--- src/rtl/core/ofvc_pkg.sv ---
`timescale 1ns / 1ps
// ----------------------------------------------------------------------------
// ofvc_pkg
// Shared types and constants for the optical flow velocity compensation block.
// ----------------------------------------------------------------------------
package ofvc_pkg;

	localparam int IN_W      = 112;
	localparam int OUT_W     = 96;
	localparam int CFG_IDX_W = 3;
	localparam int CFG_W     = 24;

	localparam logic [CFG_IDX_W-1:0] CFG_SENSOR_VALID = 3'd0;
	localparam logic [CFG_IDX_W-1:0] CFG_MIN_HEIGHT   = 3'd1;
	localparam logic [CFG_IDX_W-1:0] CFG_MAX_HEIGHT   = 3'd2;
	localparam logic [CFG_IDX_W-1:0] CFG_TILT_GAIN    = 3'd3;
	localparam logic [CFG_IDX_W-1:0] CFG_HEIGHT_SCALE = 3'd4;

	localparam logic [15:0] RST_MIN_HEIGHT   = 16'd80;
	localparam logic [15:0] RST_MAX_HEIGHT   = 16'd4000;
	localparam logic [19:0] RST_TILT_GAIN    = 20'd130980;
	localparam logic [23:0] RST_HEIGHT_SCALE = 24'd34341;

	localparam int MUL_W     = 24;
	localparam int PROD_W    = 2 * MUL_W;
	localparam int ACC_W     = 64;
	localparam int WORK_W    = 48;
	localparam int MAG_W     = 38;
	localparam int DVS_W     = 44;
	localparam int QUO_W     = 31;
	localparam int DIV_STEPS = QUO_W;
	localparam int DIV_CNT_W = $clog2(DIV_STEPS);

	localparam logic [MUL_W-1:0] US_PER_S = 24'd1000000;
	localparam logic [31:0]      VEL_MAX  = 32'h7fff_ffff;

	typedef enum logic [1:0] {
		MS_HEIGHT = 2'd0,
		MS_SCALE  = 2'd1,
		MS_MEGA   = 2'd2
	} mul_stage_t;

	typedef struct packed {
		logic       load;
		logic       tilt;
		logic       comb;
		logic       mul_lo;
		logic       mul_hi;
		logic       axis;
		mul_stage_t stage;
		logic       div_load;
		logic       div_step;
		logic       finish;
	} dp_cmd_t;

	typedef struct packed {
		logic compute;
		logic out_free;
	} dp_stat_t;

endpackage

--- src/rtl/core/ofvc_divider.sv ---
`timescale 1ns / 1ps
// ----------------------------------------------------------------------------
// ofvc_divider
// Restoring divider, one quotient bit per step, with overflow detect at load.
// ----------------------------------------------------------------------------
module ofvc_divider (
	input  logic                          clk,
	input  logic                          load,
	input  logic                          step,
	input  logic [ofvc_pkg::ACC_W-1:0]    dividend,
	input  logic [ofvc_pkg::DVS_W-1:0]    divisor,
	output logic [ofvc_pkg::QUO_W-1:0]    quotient,
	output logic                          sat
);

	localparam int DW = ofvc_pkg::DVS_W;
	localparam int QW = ofvc_pkg::QUO_W;
	localparam int HW = ofvc_pkg::ACC_W - QW;

	logic [DW-1:0] rem_q;
	logic [DW-1:0] dvs_q;
	logic [QW-1:0] quo_q;
	logic          sat_q;
	logic [DW:0]   trial;
	logic [DW:0]   diff;
	logic          q_bit;

	always_comb begin
		trial = {rem_q, quo_q[QW-1]};
		diff  = trial - {1'b0, dvs_q};
		q_bit = trial >= {1'b0, dvs_q};
	end

	always_ff @(posedge clk) begin
		if (load) begin
			sat_q <= {{(DW-HW){1'b0}}, dividend[ofvc_pkg::ACC_W-1:QW]} >= divisor;
			rem_q <= {{(DW-HW){1'b0}}, dividend[ofvc_pkg::ACC_W-1:QW]};
			quo_q <= dividend[QW-1:0];
			dvs_q <= divisor;
		end else if (step) begin
			rem_q <= q_bit ? diff[DW-1:0] : trial[DW-1:0];
			quo_q <= {quo_q[QW-2:0], q_bit};
		end
	end

	assign quotient = quo_q;
	assign sat      = sat_q;

endmodule

--- src/rtl/core/ofvc_datapath.sv ---
`timescale 1ns / 1ps
// ----------------------------------------------------------------------------
// ofvc_datapath
// Config registers, sample state, shared 24x24 multiplier, dividers, output.
// ----------------------------------------------------------------------------
module ofvc_datapath (
	input  logic                              clk,
	input  logic                              arst_n,
	input  logic                              cfg_we,
	input  logic [ofvc_pkg::CFG_IDX_W-1:0]    cfg_index,
	input  logic [ofvc_pkg::CFG_W-1:0]        cfg_data,
	input  logic [ofvc_pkg::IN_W-1:0]         s_tdata,
	input  logic                              m_tready,
	output logic                              m_tvalid,
	output logic [ofvc_pkg::OUT_W-1:0]        m_tdata,
	output logic                              m_tuser,
	input  ofvc_pkg::dp_cmd_t                 cmd,
	output ofvc_pkg::dp_stat_t                stat
);

	localparam int MW = ofvc_pkg::MUL_W;
	localparam int PW = ofvc_pkg::PROD_W;
	localparam int AW = ofvc_pkg::ACC_W;
	localparam int WW = ofvc_pkg::WORK_W;
	localparam int CW = ofvc_pkg::MAG_W;
	localparam int QW = ofvc_pkg::QUO_W;

	function automatic logic [15:0] neg_sat(input logic [15:0] v);
		return (v == 16'h8000) ? 16'h7fff : (16'd0 - v);
	endfunction

	// config
	logic        sensor_valid_q;
	logic [15:0] min_height_q;
	logic [15:0] max_height_q;
	logic [19:0] tilt_gain_q;
	logic [23:0] height_scale_q;

	// state kept between samples
	logic [31:0] last_time_q;
	logic [15:0] prev_roll_q;
	logic [15:0] prev_pitch_q;

	// per-sample working registers
	logic        valid_q;
	logic        win_q;
	logic [15:0] fx_q;
	logic [15:0] fy_q;
	logic [15:0] h_q;
	logic [31:0] dt_q;
	logic [15:0] dp_mag_q;
	logic        dp_neg_q;
	logic [15:0] dr_mag_q;
	logic        dr_neg_q;
	logic [AW-1:0] acc_q;
	logic [WW-1:0] w_q;
	logic [AW-1:0] e_q [2];
	logic [1:0]    neg_q;
	logic [1:0]    mz_q;

	logic                       m_tvalid_q;
	logic [ofvc_pkg::OUT_W-1:0] tdata_q;
	logic                       tuser_q;

	// input fields
	logic [15:0] in_dx, in_dy, in_roll, in_pitch, in_h;
	logic [31:0] in_ts;
	logic [16:0] dp17, dr17, dp_abs, dr_abs;
	logic        in_win;

	assign in_dx    = s_tdata[15:0];
	assign in_dy    = s_tdata[31:16];
	assign in_roll  = s_tdata[47:32];
	assign in_pitch = s_tdata[63:48];
	assign in_h     = s_tdata[79:64];
	assign in_ts    = s_tdata[111:80];

	always_comb begin
		dp17   = {in_pitch[15], in_pitch} - {prev_pitch_q[15], prev_pitch_q};
		dr17   = {in_roll[15], in_roll} - {prev_roll_q[15], prev_roll_q};
		dp_abs = dp17[16] ? (17'd0 - dp17) : dp17;
		dr_abs = dr17[16] ? (17'd0 - dr17) : dr17;
		in_win = (in_h > min_height_q) && (in_h < max_height_q);
	end

	always_ff @(posedge clk or negedge arst_n) begin
		if (!arst_n) begin
			sensor_valid_q <= 1'b0;
			min_height_q   <= ofvc_pkg::RST_MIN_HEIGHT;
			max_height_q   <= ofvc_pkg::RST_MAX_HEIGHT;
			tilt_gain_q    <= ofvc_pkg::RST_TILT_GAIN;
			height_scale_q <= ofvc_pkg::RST_HEIGHT_SCALE;
		end else if (cfg_we) begin
			unique case (cfg_index)
				ofvc_pkg::CFG_SENSOR_VALID: sensor_valid_q <= cfg_data[0];
				ofvc_pkg::CFG_MIN_HEIGHT:   min_height_q   <= cfg_data[15:0];
				ofvc_pkg::CFG_MAX_HEIGHT:   max_height_q   <= cfg_data[15:0];
				ofvc_pkg::CFG_TILT_GAIN:    tilt_gain_q    <= cfg_data[19:0];
				ofvc_pkg::CFG_HEIGHT_SCALE: height_scale_q <= cfg_data;
				default: ;
			endcase
		end
	end

	always_ff @(posedge clk or negedge arst_n) begin
		if (!arst_n) begin
			last_time_q  <= '0;
			prev_roll_q  <= '0;
			prev_pitch_q <= '0;
			valid_q      <= 1'b0;
			win_q        <= 1'b0;
		end else if (cmd.load) begin
			valid_q <= sensor_valid_q;
			win_q   <= in_win;
			if (sensor_valid_q && in_win) begin
				last_time_q  <= in_ts;
				prev_roll_q  <= in_roll;
				prev_pitch_q <= in_pitch;
			end
		end
	end

	always_ff @(posedge clk) begin
		if (cmd.load) begin
			fx_q     <= neg_sat(in_dy);
			fy_q     <= neg_sat(in_dx);
			h_q      <= in_h;
			dt_q     <= in_ts - last_time_q;
			dp_mag_q <= dp_abs[15:0];
			dp_neg_q <= dp17[16];
			dr_mag_q <= dr_abs[15:0];
			dr_neg_q <= dr17[16];
		end
	end

	// shared multiplier
	logic [MW-1:0] mult_a, mult_b;
	logic [PW-1:0] prod;
	logic [AW-1:0] acc_sum;

	always_comb begin
		if (cmd.tilt) begin
			mult_a = {8'd0, (cmd.axis ? dr_mag_q : dp_mag_q)};
			mult_b = {4'd0, tilt_gain_q};
		end else begin
			mult_a = cmd.mul_hi ? w_q[WW-1:MW] : w_q[MW-1:0];
			case (cmd.stage)
				ofvc_pkg::MS_HEIGHT: mult_b = {8'd0, h_q};
				ofvc_pkg::MS_SCALE:  mult_b = height_scale_q;
				ofvc_pkg::MS_MEGA:   mult_b = ofvc_pkg::US_PER_S;
				default:             mult_b = '0;
			endcase
		end
		prod    = mult_a * mult_b;
		acc_sum = acc_q + {prod[AW-MW-1:0], {MW{1'b0}}};
	end

	// tilt compensation of the selected axis
	logic [15:0]   f_sel;
	logic          term_neg;
	logic [CW-1:0] base, tilt_term, c_val, c_mag;

	always_comb begin
		f_sel     = cmd.axis ? fy_q : fx_q;
		term_neg  = cmd.axis ? ~dr_neg_q : dp_neg_q;
		base      = {f_sel[15], f_sel, 21'd0};
		tilt_term = {2'd0, acc_q[35:0]};
		c_val     = term_neg ? (base - tilt_term) : (base + tilt_term);
		c_mag     = c_val[CW-1] ? ({CW{1'b0}} - c_val) : c_val;
	end

	always_ff @(posedge clk) begin
		if (cmd.tilt || cmd.mul_lo) begin
			acc_q <= {{(AW-PW){1'b0}}, prod};
		end else if (cmd.mul_hi) begin
			acc_q <= acc_sum;
		end
		if (cmd.comb) begin
			w_q             <= {{(WW-CW){1'b0}}, c_mag};
			neg_q[cmd.axis] <= c_val[CW-1];
			mz_q[cmd.axis]  <= (c_val == '0);
		end else if (cmd.mul_hi) begin
			case (cmd.stage)
				ofvc_pkg::MS_HEIGHT: w_q <= acc_sum[WW+12:13];
				ofvc_pkg::MS_SCALE:  w_q <= {4'd0, acc_sum[AW-1:20]};
				ofvc_pkg::MS_MEGA:   e_q[cmd.axis] <= acc_sum;
				default: ;
			endcase
		end
	end

	// dividers, one per axis
	logic [QW-1:0] quo_x, quo_y;
	logic          sat_x, sat_y;
	logic [ofvc_pkg::DVS_W-1:0] divisor;

	assign divisor = {dt_q, 12'd0};

	ofvc_divider u_div_x (
		.clk      (clk),
		.load     (cmd.div_load),
		.step     (cmd.div_step),
		.dividend (e_q[0]),
		.divisor  (divisor),
		.quotient (quo_x),
		.sat      (sat_x)
	);

	ofvc_divider u_div_y (
		.clk      (clk),
		.load     (cmd.div_load),
		.step     (cmd.div_step),
		.dividend (e_q[1]),
		.divisor  (divisor),
		.quotient (quo_y),
		.sat      (sat_y)
	);

	// result
	logic [31:0] mag_x, mag_y, vel_x, vel_y;
	logic        compute;

	assign compute = valid_q & win_q;

	always_comb begin
		mag_x = mz_q[0] ? 32'd0 : (sat_x ? ofvc_pkg::VEL_MAX : {1'b0, quo_x});
		mag_y = mz_q[1] ? 32'd0 : (sat_y ? ofvc_pkg::VEL_MAX : {1'b0, quo_y});
		vel_x = compute ? (neg_q[0] ? (32'd0 - mag_x) : mag_x) : 32'd0;
		vel_y = compute ? (neg_q[1] ? (32'd0 - mag_y) : mag_y) : 32'd0;
	end

	always_ff @(posedge clk or negedge arst_n) begin
		if (!arst_n) begin
			m_tvalid_q <= 1'b0;
		end else if (cmd.finish) begin
			m_tvalid_q <= 1'b1;
		end else if (m_tready) begin
			m_tvalid_q <= 1'b0;
		end
	end

	always_ff @(posedge clk) begin
		if (cmd.finish) begin
			tdata_q <= {vel_y, vel_x,
				(valid_q ? fy_q : 16'd0), (valid_q ? fx_q : 16'd0)};
			tuser_q <= compute;
		end
	end

	assign m_tvalid      = m_tvalid_q;
	assign m_tdata       = tdata_q;
	assign m_tuser       = tuser_q;
	assign stat.compute  = compute;
	assign stat.out_free = ~m_tvalid_q | m_tready;

endmodule

--- src/rtl/core/ofvc_ctrl.sv ---
`timescale 1ns / 1ps
// ----------------------------------------------------------------------------
// ofvc_ctrl
// Sequencer: load, per-axis tilt and multiply chain, divide, output.
// ----------------------------------------------------------------------------
module ofvc_ctrl (
	input  logic                clk,
	input  logic                arst_n,
	input  logic                s_tvalid,
	output logic                s_tready,
	input  ofvc_pkg::dp_stat_t  stat,
	output ofvc_pkg::dp_cmd_t   cmd
);

	typedef enum logic [7:0] {
		ST_IDLE = 8'b0000_0001,
		ST_TILT = 8'b0000_0010,
		ST_COMB = 8'b0000_0100,
		ST_MLO  = 8'b0000_1000,
		ST_MHI  = 8'b0001_0000,
		ST_DLD  = 8'b0010_0000,
		ST_DIV  = 8'b0100_0000,
		ST_FIN  = 8'b1000_0000
	} state_t;

	localparam int CNW = ofvc_pkg::DIV_CNT_W;

	state_t                 state_q;
	logic                   axis_q;
	ofvc_pkg::mul_stage_t   stage_q;
	logic [CNW-1:0]         cnt_q;

	always_ff @(posedge clk or negedge arst_n) begin
		if (!arst_n) begin
			state_q <= ST_IDLE;
			axis_q  <= 1'b0;
			stage_q <= ofvc_pkg::MS_HEIGHT;
			cnt_q   <= '0;
		end else begin
			unique case (state_q)
				ST_IDLE: begin
					if (s_tvalid) begin
						state_q <= ST_TILT;
						axis_q  <= 1'b0;
					end
				end
				ST_TILT: begin
					state_q <= stat.compute ? ST_COMB : ST_FIN;
				end
				ST_COMB: begin
					state_q <= ST_MLO;
					stage_q <= ofvc_pkg::MS_HEIGHT;
				end
				ST_MLO: begin
					state_q <= ST_MHI;
				end
				ST_MHI: begin
					case (stage_q)
						ofvc_pkg::MS_HEIGHT: begin
							stage_q <= ofvc_pkg::MS_SCALE;
							state_q <= ST_MLO;
						end
						ofvc_pkg::MS_SCALE: begin
							stage_q <= ofvc_pkg::MS_MEGA;
							state_q <= ST_MLO;
						end
						default: begin
							stage_q <= ofvc_pkg::MS_HEIGHT;
							if (!axis_q) begin
								axis_q  <= 1'b1;
								state_q <= ST_TILT;
							end else begin
								state_q <= ST_DLD;
							end
						end
					endcase
				end
				ST_DLD: begin
					state_q <= ST_DIV;
					cnt_q   <= '0;
				end
				ST_DIV: begin
					cnt_q <= cnt_q + 1'b1;
					if (cnt_q == CNW'(ofvc_pkg::DIV_STEPS - 1)) begin
						state_q <= ST_FIN;
					end
				end
				ST_FIN: begin
					if (stat.out_free) begin
						state_q <= ST_IDLE;
					end
				end
				default: state_q <= ST_IDLE;
			endcase
		end
	end

	assign s_tready = (state_q == ST_IDLE);

	always_comb begin
		cmd.load     = (state_q == ST_IDLE) & s_tvalid;
		cmd.tilt     = (state_q == ST_TILT) & stat.compute;
		cmd.comb     = (state_q == ST_COMB);
		cmd.mul_lo   = (state_q == ST_MLO);
		cmd.mul_hi   = (state_q == ST_MHI);
		cmd.axis     = axis_q;
		cmd.stage    = stage_q;
		cmd.div_load = (state_q == ST_DLD);
		cmd.div_step = (state_q == ST_DIV);
		cmd.finish   = (state_q == ST_FIN) & stat.out_free;
	end

endmodule

--- src/rtl/core/optical_flow_velocity_compensation.sv ---
`timescale 1ns / 1ps
// ----------------------------------------------------------------------------
// optical_flow_velocity_compensation
// Tilt-compensated optical flow velocity, fixed point, one result per sample.
// ----------------------------------------------------------------------------
// Channel  Dir  Signals                      Contents
// s_*      in   s_tvalid s_tready s_tdata    flow sample
// m_*      out  m_tvalid m_tready m_tdata    flows and velocities
//                         m_tuser            in_range
// cfg_*    in   cfg_we cfg_index cfg_data    register write, no read-back
//
// An in-window transaction runs the 31-step bit-serial divide plus two
// multiply chains, one per axis, on the shared 24x24 multiplier.
// Out of window or sensor invalid, the multiply chains and divide are skipped.
// One transaction at a time; the output register frees input while a result
// waits, and the final step stalls only while that register is full.
// Reset clears config to defaults, sample state to zero, and empties output.
// ----------------------------------------------------------------------------
module optical_flow_velocity_compensation (
	input  logic                              clk,
	input  logic                              arst_n,
	input  logic                              s_tvalid,
	output logic                              s_tready,
	// sensor_dx, sensor_dy, roll_angle, pitch_angle, height_mm, timestamp_us
	input  logic [ofvc_pkg::IN_W-1:0]         s_tdata,
	output logic                              m_tvalid,
	input  logic                              m_tready,
	// flow_x, flow_y, velocity_x, velocity_y
	output logic [ofvc_pkg::OUT_W-1:0]        m_tdata,
	// in_range
	output logic                              m_tuser,
	input  logic                              cfg_we,
	input  logic [ofvc_pkg::CFG_IDX_W-1:0]    cfg_index,
	input  logic [ofvc_pkg::CFG_W-1:0]        cfg_data
);

	ofvc_pkg::dp_cmd_t  cmd;
	ofvc_pkg::dp_stat_t stat;

	ofvc_ctrl u_ctrl (
		.clk      (clk),
		.arst_n   (arst_n),
		.s_tvalid (s_tvalid),
		.s_tready (s_tready),
		.stat     (stat),
		.cmd      (cmd)
	);

	ofvc_datapath u_dp (
		.clk       (clk),
		.arst_n    (arst_n),
		.cfg_we    (cfg_we),
		.cfg_index (cfg_index),
		.cfg_data  (cfg_data),
		.s_tdata   (s_tdata),
		.m_tready  (m_tready),
		.m_tvalid  (m_tvalid),
		.m_tdata   (m_tdata),
		.m_tuser   (m_tuser),
		.cmd       (cmd),
		.stat      (stat)
	);

endmodule

--- config.mk ---
export PLATFORM = sky130hd
export DESIGN_NAME = optical_flow_velocity_compensation
export DESIGN_NICKNAME = d
export VERILOG_FILES = /design/src/rtl/core/ofvc_pkg.sv /design/src/rtl/core/ofvc_divider.sv /design/src/rtl/core/ofvc_datapath.sv /design/src/rtl/core/ofvc_ctrl.sv /design/src/rtl/core/optical_flow_velocity_compensation.sv
export SDC_FILE = /design/constraint.sdc
export NUM_CORES = 2
export LEC_CHECK = 0
export BUFFER_PORTS_ARGS = -buffer_cell sky130_fd_sc_hd__buf_2
export CAP_MARGIN = 20
export CORE_UTILIZATION = 55
export CTS_CLUSTER_SIZE = 12
export DETAILED_ROUTE_END_ITERATION = 8
export GPL_TIMING_DRIVEN = 1
export PLACE_DENSITY_LB_ADDON = 0.08
export SLEW_MARGIN = 20
export SYNTH_ARGS = -nofsm -noshare
export SYNTH_HDL_FRONTEND = slang
export SYNTH_HIERARCHICAL = 1
export SYNTH_SLANG_ARGS = --single-unit
--- constraint.sdc ---
create_clock -name clk -period 12.2 [get_ports clk]
set_input_delay 2.44 -clock clk [delete_from_list [all_inputs] [get_ports clk]]
set_output_delay 2.44 -clock clk [all_outputs]
set_load 0.1 [all_outputs]
# == Yosys cells after proc, flatten, opt, wreduce, memory -nomap -nowiden ==
# Memories as Yosys holds them, arrays and structs flattened.
# Index checks and enable logic that the tools add are counted.
# word_totals
regBits,671
mem_bits_rw,128
output_inout_bits,99
elab_cells,175
mem_count,1
# mem_list
memory,words,width,read_ports,rd_clocked_by_memory_dff,write_ports,line_no,source
u_dp.e_q,2,64,2,0,1,ofvc_datapath.sv:57,logic [AW-1:0] e_q [2];
# classes
add_sub_neg,16
mul,1
n_lt_le_gt_ge,8
eq_ne,21
muxes,55
n_bitwise,7
reduce_logical,25
# op_table
cell,n
two-way mux 31 bit,6
two-way mux 38 bit,4
two-way mux 33 bit,4
two-way mux 32 bit,4
two-way mux 48 bit,2
one-hot mux 48 bit (2 select lines),1
greater-or-equal comparator 45 x 44 -> 1 bit,2
greater-or-equal comparator 33 x 44 -> 1 bit,2
two-way mux 44 bit,2
subtractor 44 bit,2
two-way mux 24 bit,3
one-hot mux 24 bit (3 select lines),1
adder 64 bit,1
two-way mux 16 bit,4
one-hot mux 8 bit (8 select lines),1
"subtractor 1 x 16 -> 16 bit, first input constant",4
"subtractor 1 x 32 -> 32 bit, first input constant",2
multiplier 24 x 24 -> 48 bit,1
two-way mux 8 bit,5
adder 37 x 37 -> 38 bit,1
zero test 38 bit,1
"subtractor 1 x 38 -> 38 bit, first input constant",1
subtractor 37 x 37 -> 38 bit,1
subtractor 16 x 16 -> 17 bit,2
42 further kinds,76

# == Longest topological paths before layout ==
# depth
word_depth,8
depth_mapped,45
ltp_nobuf,41

# == By module ==
# Netlist, hierarchy kept.
# by_module_without_submodules
mod,n_inst,cells_per_inst,area_per_inst_um2,seq_area_each_um2
ofvc_datapath,1,5575,53387.5,17038.8
ofvc_divider,2,891,8521.9,3493.4
ofvc_ctrl,1,100,915.9,401.6

# == Least setup slack after synthesis ==
# Ideal clock, no wire load.
# synth_timing
path_kind,flip-flop to flip-flop
start,register u_ctrl.state_q[5]
end,register u_dp.w_q[38]
t_arrival_ns,10.508
path_slack_ns,1.606
stages_incl_launch_ff,44
n_path_buf,3
period_less_slack_ns,10.594
path_cell_list,dfrtp_1 > or3_4 > nor4_2 > and2_1 > clkbuf_1 > buf_1 > mux2i_1 > o21a_1 > clkbuf_1 > nor2_1 > fa_1 > inv_1 > fa_1 > inv_1 > fa_1 > inv_1 > fa_1 > inv_1 > [... 8 more ...] > o221ai_1 > o21a_1 > a21bo_2 > a31o_2 > a21o_1 > a21oi_1 > xnor2_1 > ha_1 > a21oi_1 > o21bai_1 > a21oi_1 > nand3_1 > a211o_1 > and2_1 > a31oi_1 > xnor2_1 > mux2i_1 > a211oi_1
# synth_rtl
item,line_no,source
from (decl),ofvc_ctrl.sv:28,state_t state_q;
from (signal assigned),ofvc_ctrl.sv:48,state_q <= stat.compute ? ST_COMB : ST_FIN;
to (signal assigned),ofvc_datapath.sv:179,"w_q <= {{(WW-CW){1'b0}}, c_mag};"
to (signal assigned),ofvc_datapath.sv:184,ofvc_pkg::MS_HEIGHT: w_q <= acc_sum[WW+12:13];
to (signal assigned),ofvc_datapath.sv:185,"ofvc_pkg::MS_SCALE: w_q <= {4'd0, acc_sum[AW-1:20]};"
to (decl),ofvc_datapath.sv:56,logic [WW-1:0] w_q;

==> results.toml <==
[clock_tree]
h-tree-depth = 3
insertion_delay_ns = 0.73
post-cts-setup-buffers = 0
root_buffer = "clkbuf_16"
holdBufCountCts = 0
cts_made_buffers = 96
cts_tree = "done"
clkTransAtPathRegs_ns = 0.06
clock-sinks = 855
clockBufferDepth = 3

[flow_run]
maxCapViolCount = 0

[route]
vias = 55220
drt_iter0_drc = 4874
drt-vias-per-instance = 5.831
wire_per_inst_um = 22.05
wl_mm = 208.9
dr.pass1.iters = 6
drc = 0
antenna_left = 0

[global_routing]
grt_max_degree = 107
grt_pass1_wl_mm = 321.2
gr-total-overflow = 0
grt_pass1_vias = 54540
gr-usage-all-layers = 0.3188
antenna_found_initial = 3

[floorplanning]
die-area_sq_um = 131200
rows = 131
ioPinCount = 243
fp.dieH_um = 362.2
start_util = 0.5566
fp.dieW_um = 362.2
core_sq_um = 128200

[timing]
setup_viol = 0
period_share = 0.9474
relSlewSlack = 0.1707
max_freq_mhz = 86.52
rsz0062_at_grt = "false"
tightestPinTransition_ns = 1.235
hold_viol = 0
drv_slew = 0
finalCriticalPeriod_ns = 11.56
finalClockSkew_ns = 0.06004
tns_ns = 0

[yosys]
ys_ff_latch = 855
postSynthCellCount = 7457
synth_top_family_by_area = "adder cells"
synth_mux_area_frac = 0.05051
synth_fa_ha_area_frac = 0.2256
syn_area_sq_um = 71350
async_flop_share = 0.1871
synth_edf_count = 647
yosys.area_share.simple = 0.1485
yosysSeqAreaShare = 0.3424
synth.distinct_cells = 100
ys_warn_count = 6
synth_xor_area_frac = 0.04235
avgSynthCellArea_sq_um = 9.568
synth_flop_cell = "edfxtp_1"
synth_compound_area_frac = 0.1222

[worst_setup_path]
cp-end-kind = "flop"
crit_family = "adder cells"
worstPathMaxFanout = 20
critPathSlowestCell = "o311ai_0"
critPathArrivalTime_ns = 12.21
path_depth = 38
max_stage_delay_ns = 0.80
worst-r2r-cell-count = 38
worstPathRequired_ns = 12.85
start_kind = "flop"
path_common_cell = "fa_1"
cp_num_buf_inv = 8
critical_path_class = "reg2reg"

[finish]
layout-drive-gt1-share = 0.1215
final_core_util = 0.6088
area_delta_synth_final_pct = 9.372
nets = 8794

[hold_path]
hold_depth = 2
hp-class = "reg2reg"

[placed_design]
portBuffers = 242
dpl.hpwl_mm = 162.4
gp_congestion = 0.9875

[outcome]
status = "finished, final reports clean"
## worst reg2reg max path, delay by kind of cell (launching register included)
family / cells / cell delay (ns)
and+or+nand+nor: 10 / 1.86
buffers and inverters: 8 / 1.07
AOI/OAI and AO/OA: 8 / 2.67
DFF: 1 / 0.51
adders and majority gates: 9 / 4.55
xor gates and xnor gates: 3 / 0.82
## registers in the layout (all words and copies together), names as in the netlist, 20 cells and up
signal                 count
u_dp/e_q                 128
u_dp/m_tdata              96
u_dp/acc_q                64
u_dp/w_q                  48
u_dp/u_div_x/dvs_q        44
u_dp/u_div_x/rem_q        44
u_dp/u_div_y/dvs_q        44
u_dp/u_div_y/rem_q        44
u_dp/dt_q                 32
u_dp/last_time_q          32
u_dp/u_div_x/quotient     31
u_dp/u_div_y/quotient     31
u_dp/height_scale_q       24
u_dp/tilt_gain_q          20
## stage by stage
stage	std cells	instance area, sq um	setup slack [ns]	hold WS (ns)
2_1_floorplan	7504	71520	1.607	0.4393
3_3_place_gp	9288	74750	0.7317	0.4834
3_5_place_dp	9288	74750	0.6309	0.4888
4_1_cts	9467	78000	0.5748	0.5041
5_1_grt	9467	78020	0.07647	0.5163
6_report	9471	78030	0.6420	0.5037
## cell families after synthesis
group / after synthesis
simple gates: 2305
xor+xnor: 345
compound gates: 1352
flops: 855
buf+inv: 1277
fa+ha+maj: 993
mux: 329
other cells: 1
## layout by cell type, fill, tap and decap left out, types with 54 or more instances in the layout
cell / instances
a211oi_1: 54
a21o_1: 121
a21oi_1: 404
a31oi_1: 57
and2_1: 82
buf_2: 241
buf_4: 138
clkbuf_16: 96
dfrtp_1: 131
edfxtp_1: 647
fa_1: 489
ha_1: 504
inv_1: 943
mux2_2: 248
mux2i_1: 80
nand2_1: 640
nand2b_1: 67
nand3_1: 81
nand4_1: 76
nor2_1: 873
nor2b_1: 77
nor3_1: 122
nor4_1: 59
o211ai_1: 55
o21a_1: 56
o21ai_0: 279
xnor2_1: 205
xor2_1: 139
## cells in the mapped netlist (55+ instances only)
| cell type | instances | area [sq um] |
|---|---|---|
| inv_1 | 949 | 3562 |
| nor2_1 | 876 | 3288 |
| edfxtp_1 | 647 | 19430 |
| nand2_1 | 641 | 2406 |
| ha_1 | 504 | 6306 |
| fa_1 | 489 | 9789 |
| a21oi_1 | 411 | 2057 |
| o21ai_0 | 283 | 1416 |
| clkbuf_1 | 268 | 1006 |
| mux2_2 | 248 | 2793 |
| xnor2_1 | 206 | 1804 |
| xor2_1 | 139 | 1217 |
| dfrtp_1 | 133 | 3328 |
| nor3_1 | 123 | 615.6 |
| a21o_1 | 121 | 908.4 |
| and2_1 | 84 | 525.5 |
| nand3_1 | 82 | 410.4 |
| mux2i_1 | 81 | 810.8 |
| nor2b_1 | 78 | 488.0 |
| nand4_1 | 76 | 475.5 |
| nand2b_1 | 67 | 419.2 |
| nor4_1 | 60 | 375.4 |
| o21a_1 | 60 | 450.4 |
| a31oi_1 | 57 | 356.6 |
| o211ai_1 | 55 | 412.9 |
## layer usage
metal,GRT usage,wire (um)
met2,0.5186,96960
met3,0.04213,13440
met1,0.4337,89730
met5,0,0
met4,0.1229,8728
## layout make-up
| type | instances | area, sq um |
|---|---|---|
| Clock buffer | 129 | 2619 |
| Antenna cell | 4 | 10.01 |
| Tap cell | 1729 | 2163 |
| Clock inverter | 50 | 634.4 |
| Inverter | 950 | 3576 |
| Timing Repair Buffer | 382 | 2287 |
| Sequential cell | 855 | 24430 |
| Multi-Input combinational cell | 5372 | 42310 |
| Fill cell | 11030 | 50140 |
## path summary, 6_finish.rpt
path                                         from                       to  slack (ns)
max                             u_ctrl/state_q[2]             u_dp/w_q[43]        0.64
min                        u_dp/u_div_y/rem_q[40]   u_dp/u_div_y/rem_q[40]        0.50
max reg2reg                     u_ctrl/state_q[2]             u_dp/w_q[43]        0.64
min reg2reg                u_dp/u_div_y/rem_q[40]   u_dp/u_div_y/rem_q[40]        0.50
max in group asynchronous                  arst_n  u_dp/height_scale_q[16]        9.09
min in group asynchronous                  arst_n      u_dp/last_time_q[4]        1.82
## timing repair
| action | 4_1_cts | 5_1_grt |
|---|---|---|
| gates resized for setup | 0 | 5 |
| hold endpoints to repair | 0 | 0 |
| endpoints found under the setup margin | 0 | 2 |
Power is left out: the tool's default activity adds up to more than one toggle a clock period on the data nets, which glitch-free logic cannot reach.
